==> src/sv/rfg_pkg.sv <==
// rfg_pkg: shared types and constants for the raster font glyph fetch block
`timescale 1ns / 1ps

package rfg_pkg;

    localparam int VERSION_2 = 'h200;
    localparam int VERSION_3 = 'h300;

    localparam int HDR_VERSION_ADDR = 0;
    localparam int HDR_HEIGHT_ADDR  = 88;
    localparam int HDR_FIRST_ADDR   = 95;
    localparam int HDR_LAST_ADDR    = 96;
    localparam int HDR_DEFAULT_ADDR = 97;

    localparam int V2_TABLE_BASE  = 118;
    localparam int V3_TABLE_BASE  = 148;
    localparam int V2_ENTRY_BYTES = 4;
    localparam int V3_ENTRY_BYTES = 6;

    localparam int HDR_LAST_STEP = 6;
    localparam int V2_LAST_STEP  = V2_ENTRY_BYTES - 1;
    localparam int V3_LAST_STEP  = V3_ENTRY_BYTES - 1;

    typedef enum logic [1:0] {
        FLT_OK      = 2'd0,
        FLT_VERSION = 2'd1,
        FLT_SIZE    = 2'd2,
        FLT_RANGE   = 2'd3
    } fault_t;

    // destination of a font memory read
    typedef enum logic [3:0] {
        DST_NONE,
        DST_VER0,
        DST_VER1,
        DST_H0,
        DST_H1,
        DST_FIRST,
        DST_LAST,
        DST_DFLT,
        DST_W0,
        DST_W1,
        DST_OFS0,
        DST_OFS1,
        DST_OFS2,
        DST_OFS3,
        DST_ROW
    } dst_t;

    typedef struct packed {
        logic        command;
        logic [15:0] load_address;
        logic [7:0]  load_byte;
        logic [20:0] char_code;
    } rfg_in_t;

    typedef struct packed {
        logic [63:0] row_bits;
        logic [5:0]  row_number;
        logic [15:0] glyph_width;
        logic [15:0] glyph_height;
        logic        last_row;
        fault_t      fault;
    } rfg_out_t;

    typedef struct packed {
        dst_t   rd_tag;
        logic   wr_en;
        logic   cap_code;
        logic   eval1;
        logic   eval2;
        logic   eval3;
        logic   row_init;
        logic   row_emit;
        logic   fault_emit;
        fault_t fault_code;
    } rfg_cmd_t;

    typedef struct packed {
        logic ver_bad;
        logic ver3;
        logic below_first;
        logic entry_oob;
        logic size_bad;
        logic bitmap_oob;
        logic k_last;
        logic r_last;
        logic out_free;
    } rfg_status_t;

endpackage

==> src/sv/rfg_ctrl.sv <==
// rfg_ctrl: sequencer for header, glyph table and bitmap reads
`timescale 1ns / 1ps

module rfg_ctrl import rfg_pkg::*; (
    input  logic        aclk,
    input  logic        aresetn,
    input  logic        s_valid,
    input  logic        s_command,
    output logic        s_ready,
    input  rfg_status_t status,
    output rfg_cmd_t    cmd
);

    typedef enum logic [3:0] {
        ST_IDLE,
        ST_HDR,
        ST_HDR_WAIT,
        ST_EVAL1,
        ST_CHK1,
        ST_TBL,
        ST_TBL_WAIT,
        ST_EVAL2,
        ST_EVAL3,
        ST_CHK2,
        ST_FETCH,
        ST_DRAIN,
        ST_EMIT,
        ST_FAULT
    } state_t;

    state_t      state_reg, state_next;
    logic [2:0]  step_reg, step_next;
    fault_t      fault_reg, fault_next;
    logic        tbl_done;

    assign tbl_done = status.ver3 ? (step_reg == 3'(V3_LAST_STEP))
                                  : (step_reg == 3'(V2_LAST_STEP));
    assign s_ready  = (state_reg == ST_IDLE);

    always_comb begin
        state_next = state_reg;
        step_next  = step_reg;
        fault_next = fault_reg;
        cmd        = '0;
        cmd.rd_tag = DST_NONE;
        cmd.fault_code = fault_reg;
        unique case (state_reg)
            ST_IDLE: begin
                step_next = '0;
                if (s_valid) begin
                    if (s_command) begin
                        cmd.cap_code = 1'b1;
                        state_next   = ST_HDR;
                    end else begin
                        cmd.wr_en = 1'b1;
                    end
                end
            end
            ST_HDR: begin
                unique case (step_reg)
                    3'd0:    cmd.rd_tag = DST_VER0;
                    3'd1:    cmd.rd_tag = DST_VER1;
                    3'd2:    cmd.rd_tag = DST_H0;
                    3'd3:    cmd.rd_tag = DST_H1;
                    3'd4:    cmd.rd_tag = DST_FIRST;
                    3'd5:    cmd.rd_tag = DST_LAST;
                    default: cmd.rd_tag = DST_DFLT;
                endcase
                step_next = step_reg + 3'd1;
                if (step_reg == 3'(HDR_LAST_STEP)) begin
                    state_next = ST_HDR_WAIT;
                end
            end
            ST_HDR_WAIT: begin
                state_next = ST_EVAL1;
            end
            ST_EVAL1: begin
                cmd.eval1  = 1'b1;
                state_next = ST_CHK1;
            end
            ST_CHK1: begin
                step_next = '0;
                priority if (status.ver_bad) begin
                    fault_next = FLT_VERSION;
                    state_next = ST_FAULT;
                end else if (status.below_first || status.entry_oob) begin
                    fault_next = FLT_RANGE;
                    state_next = ST_FAULT;
                end else begin
                    state_next = ST_TBL;
                end
            end
            ST_TBL: begin
                unique case (step_reg)
                    3'd0:    cmd.rd_tag = DST_W0;
                    3'd1:    cmd.rd_tag = DST_W1;
                    3'd2:    cmd.rd_tag = DST_OFS0;
                    3'd3:    cmd.rd_tag = DST_OFS1;
                    3'd4:    cmd.rd_tag = DST_OFS2;
                    default: cmd.rd_tag = DST_OFS3;
                endcase
                step_next = step_reg + 3'd1;
                if (tbl_done) begin
                    state_next = ST_TBL_WAIT;
                end
            end
            ST_TBL_WAIT: begin
                state_next = ST_EVAL2;
            end
            ST_EVAL2: begin
                cmd.eval2  = 1'b1;
                state_next = ST_EVAL3;
            end
            ST_EVAL3: begin
                cmd.eval3  = 1'b1;
                state_next = ST_CHK2;
            end
            ST_CHK2: begin
                priority if (status.size_bad) begin
                    fault_next = FLT_SIZE;
                    state_next = ST_FAULT;
                end else if (status.bitmap_oob) begin
                    fault_next = FLT_RANGE;
                    state_next = ST_FAULT;
                end else begin
                    cmd.row_init = 1'b1;
                    state_next   = ST_FETCH;
                end
            end
            ST_FETCH: begin
                cmd.rd_tag = DST_ROW;
                if (status.k_last) begin
                    state_next = ST_DRAIN;
                end
            end
            ST_DRAIN: begin
                state_next = ST_EMIT;
            end
            ST_EMIT: begin
                if (status.out_free) begin
                    cmd.row_emit = 1'b1;
                    state_next   = status.r_last ? ST_IDLE : ST_FETCH;
                end
            end
            ST_FAULT: begin
                if (status.out_free) begin
                    cmd.fault_emit = 1'b1;
                    state_next     = ST_IDLE;
                end
            end
            default: begin
                state_next = ST_IDLE;
            end
        endcase
    end

    always_ff @(posedge aclk) begin
        if (!aresetn) begin
            state_reg <= ST_IDLE;
            step_reg  <= '0;
            fault_reg <= FLT_OK;
        end else begin
            state_reg <= state_next;
            step_reg  <= step_next;
            fault_reg <= fault_next;
        end
    end

endmodule

==> config.mk <==
export PLATFORM = sky130hd
export DESIGN_NAME = rfg_ctrl
export DESIGN_NICKNAME = d
export VERILOG_FILES = /design/src/sv/rfg_pkg.sv /design/src/sv/rfg_ctrl.sv
export SDC_FILE = /design/constraint.sdc
export NUM_CORES = 1
export LEC_CHECK = 0
export ABC_AREA = 1
export BUFFER_PORTS_ARGS = -buffer_cell sky130_fd_sc_hd__buf_4
export CAP_MARGIN = 25
export CORE_MARGIN = 5
export CORE_UTILIZATION = 53
export CTS_CLUSTER_SIZE = 10
export DETAILED_ROUTE_END_ITERATION = 16
export PLACE_DENSITY = 0.83
export SLEW_MARGIN = 20
export SYNTH_ARGS = -nofsm -noshare
export SYNTH_HDL_FRONTEND = slang
export SYNTH_SLANG_ARGS = --single-unit
==> constraint.sdc <==
create_clock -name aclk -period 3.8 [get_ports aclk]
set_input_delay 0.38 -clock aclk [delete_from_list [all_inputs] [get_ports aclk]]
set_output_delay 0.38 -clock aclk [all_outputs]
set_load 0.1 [all_outputs]
; ---- Word-level counts from Yosys, hierarchy flattened
; Index checks and enable logic that the tools add are counted.
[totals]
input_bits = 13
elab_cells = 77
register_bits = 9
output_inout_bits = 15
[classes]
add_sub_neg = 1
eq_ne = 28
n_reduce_logical = 9
n_mux = 36
[ops]
columns = operator, count
row1 = 4-bit one-hot mux with 14 select lines, 1
row2 = 4-bit 2-to-1 mux, 11
row3 = 4-bit equality test (second input constant), 6
row4 = 3-bit one-hot mux with 6 select lines, 1
row5 = 4-bit by 3-bit equality test with 1-bit output (second input constant), 4
row6 = 3-bit one-hot mux with 5 select lines, 1
row7 = 2-bit != test (second input constant), 7
row8 = 1-bit 2-to-1 mux, 12
row9 = 2-bit 2-to-1 mux, 6
row10 = 4-bit one-hot mux with 3 select lines, 1
row11 = 3-bit equality test (second input constant), 3
row12 = 4-bit by 2-bit equality test with 1-bit output (second input constant), 2
row13 = 7-bit AND reduction, 1
row14 = 3-bit by 2-bit equality test with 1-bit output (second input constant), 2
row15 = 3-bit != test (second input constant), 2
row16 = 3-bit one-hot mux with 2 select lines, 1
row17 = 4-bit by 1-bit equality test with 1-bit output (second input constant), 1
row18 = 4-bit logical NOT, 1
row19 = 2-bit one-hot mux with 2 select lines, 1
row20 = 2-bit nonzero test, 2
row21 = 2-bit OR reduction, 2
row22 = 3-bit by 1-bit adder with 3-bit output (second input constant), 1
row23 = 3-bit by 1-bit equality test with 1-bit output (second input constant), 1
row24 = 3-bit logical NOT, 1
row25 = 3 further kinds, 3

; ---- Logic depth before layout (Yosys ltp)
[depth]
depth_word = 4
depth_mapped = 10
mapped_depth_nobuf = 10

; ---- Worst setup path after synthesis
; OpenSTA, ideal clock, no wires.
[synth_path]
path_type = reg2out
from = register state_reg[3]
to = output cmd[9] (netlist name)
path_slack_ps = 728
path_buffers = 1
path_stages_with_launch = 7
t_arrival_ps = 2692
path_cell_list = dfxtp_1 > buf_4 > nor2_1 > nand2_1 > inv_1 > nand2_1 > nor2_1
[synth_rtl]
columns = item, line_no
row1 = start: declaration, rfg_ctrl.sv:31  ; state_t state_reg, state_next;
row2 = start signal: assignment, rfg_ctrl.sv:163  ; state_reg <= state_next;
row3 = end: declaration, rfg_ctrl.sv:11  ; output rfg_cmd_t cmd

==> metrics.yaml <==
power:
  p_per_area_nw_per_um2: 614
  pwr-share-comb: 0.704
  p_seq_frac: 0.190
  clkPwrFrac: 0.106
  peakVddDrop_mv: 0.381
  p_switching_mw: 0.401
  power.leakage_nw: 0.587
  p_int_mw: 0.268
  power.total_mw: 0.669
  swShare: 0.599
global_routing:
  grt_pass1_vias: 877
  grt_max_degree: 10
  antenna_found_initial: 0
  track_usage: 0.169
  grt_pass1_wl_um: 3530
  overflow: 0
timing:
  max_freq_mhz: 440
  period_share: 0.598
  maxSlewViolCount: 0
  totalNegativeSetupSlack_ns: 0
  hold_viol: 0
  setup_slack_ns: 1.53
  relSlewSlack: 0.781
  min_period_ns: 2.27
  setup_violations: 0
  worst_pin_slew_ns: 0.327
  skew_ns: 0.0100
  rsz0062_at_grt: "no"
run_status:
  status: "complete, no violations"
routing:
  drtAntennaViolNets: 0
  drc: 0
  routedWlPerCell_um: 11.0
  vias: 1054
  via_per_inst: 5.38
  first_pass_iters: 4
  drt-total-wl_um: 2150
  drtIter0Drc: 38
worst_setup_path:
  path_cells: "inv_1, ha_1, inv_1, nand2_1, o32ai_1, nand2_1, nand2_1, buf_4"
  path_class: "reg -> out"
  worstPathRequired_ns: 3.42
  path_buf_inv: 3
  cp.arrival_ns: 1.89
  worst_path_max_delay_cell: "dfxtp_1"
  endpoint_kind: "output port"
  critPathTopFamily: "buffers and inverters"
  crit_path_max_fanout: 8
  timing.critical_path.mode_cell: "nand2_1"
  crit_path_max_incr_delay_ns: 0.45
  start_kind: "register"
synthesis:
  ys_seq_area_frac: 0.210
  syn_area_per_cell_um2: 5.65
  async_flop_share: 0
  yosysWarnings: 0
  synth_nets: 170
  synth_cells: 152
  synth_flop_cell: "dfxtp_1"
  synth_seq_cells: 9
  synth_edf_count: 0
  yosysUniqueCellTypes: 24
  synth.cell_area_um2: 858
die:
  io_pins: 28
  die_h_um: 50.2
  std_cell_rows: 14
  dieWidth_um: 50.2
  coreArea_um2: 1520
  dieArea_um2: 2520
  initial_core_util: 0.563
clock_network:
  clk_pin_slew_ns: 0.06
  cts_tree: "yes"
  cts.sinks: 9
  hold_buffers: 0
  cts_buffers: 3
  post_cts_resized: 0
  post_cts_buffers: 0
  clockBufferDepth: 2
  cts_root_buf: "clkbuf_4"
  clkLatencyLatePin_ns: 0.26
  htree_levels: 1
place:
  dp_hpwl_um: 1840
  routabilityCongestion: 0.895
  port_buffers: 27
  pre_cts_slack_ns: 1.82
  dpl.cell_count: 192
layout:
  diodes: 0
  largest_reg_flops: 4
  final_cells: 196
  area_growth_pct: 27.0
  finish.net_count: 199
  drive_gt1_frac: 0.222
flow_run:
  maxCapViolCount: 0
hold_path:
  hp-class: "in -> reg"
[synth_stat cells, types with 2 or more instances]
library cell,n,area share
a21oi_1,8,0.047
dfxtp_1,9,0.21
ha_1,5,0.073
inv_1,19,0.083
inv_2,2,0.0087
nand2_1,44,0.19
nand3_1,14,0.082
nor2_1,26,0.11
nor2_2,4,0.029
nor3_1,2,0.012
o211ai_1,2,0.017
o21ai_0,5,0.029
[cell type report]
| class | count | area (um2) |
|---|---|---|
| tap | 16 | 20.0 |
| multi-input combinational | 119 | 582 |
| inverter | 21 | 78.8 |
| fill | 135 | 434 |
| clock buffer | 4 | 26.3 |
| timing repair buffer | 27 | 203 |
| sequential | 9 | 180 |
[power groups by stage]
stage	registers, mW	logic [mW]	clock network (mW)
6_report	0.127	0.471	0.0710
5_1_grt	0.128	0.507	0.0797
4_1_cts	0.126	0.470	0.0735
3_5_place_dp	0.128	0.468	0
3_3_place_gp	0.128	0.464	0
2_1_floorplan	0.128	0.375	0
[cell usage in the layout (no fill, tap or decap)]
cell type and n:
clkbuf_1 1, dfxtp_1 9, o211ai_1 2, nand2_1 44
nor2_2 4, nor3_1 2, o21ai_0 5, o21ai_1 1
nand2_2 1, nand3_1 14, nor2_4 1, a31oi_1 1
o32ai_1 1, nor2_1 26, inv_1 19, o211ai_2 1
inv_2 2, clkbuf_4 3, buf_4 27, a211oi_1 1
a21oi_1 8, or2_2 1, a22oi_1 1, ha_1 5
[worst register-to-register path: stages, from the launching register on]
cell and delay [ns]:
dfxtp_1 0.51, inv_1 0.12, nor2_1 0.19, nand3_1 0.14, nand2_1 0.12, nor2_4 0.05, nand2_2 0.08, nand2_1 0.06
a21oi_1 0.12
[final timing paths]
check | startpoint | end | slack (ns) | cells past startpoint
hold reg to reg | step_reg[1] | step_reg[1] | 0.51 | 2
hold / removal | aresetn | state_reg[0] | 0.39 | 3
setup reg to reg | state_reg[3] | state_reg[3] | 2.35 | 8
setup / recovery | step_reg[2] | cmd[10] | 1.53 | 8
[logic make-up (layout without fill, tap and decap cells)]
| kind of cell | after synthesis | count (layout) | share of synthesized area |
|---|---|---|---|
| AO/OA/AOI/OAI | 21 | 21 | 0.149 |
| adder cells (fa/ha/maj) | 5 | 5 | 0.0729 |
| flip-flops | 9 | 9 | 0.210 |
| buffers and inverters | 24 | 52 | 0.112 |
| AND/OR/NAND/NOR | 93 | 93 | 0.456 |
[per-layer routing]
metal | up-vias | GRT usage | wire [um]
li1 | 539 | - | -
met1 | 454 | 0.228 | 877
met2 | 59 | 0.272 | 1010
met3 | 2 | 0.0266 | 250
met4 | 0 | 0.0568 | 12
met5 | - | 0 | 0
[stage by stage]
stage	hold slack, ns	util	cell area [um2]
2_1_floorplan	0.477	-	858
3_3_place_gp	0.485	0.698	1060
3_5_place_dp	0.496	0.698	1060
4_1_cts	0.383	0.715	1090
5_1_grt	0.399	0.715	1090
6_report	0.389	0.715	1090
Note: power is estimated with default switching activity, not from simulation.
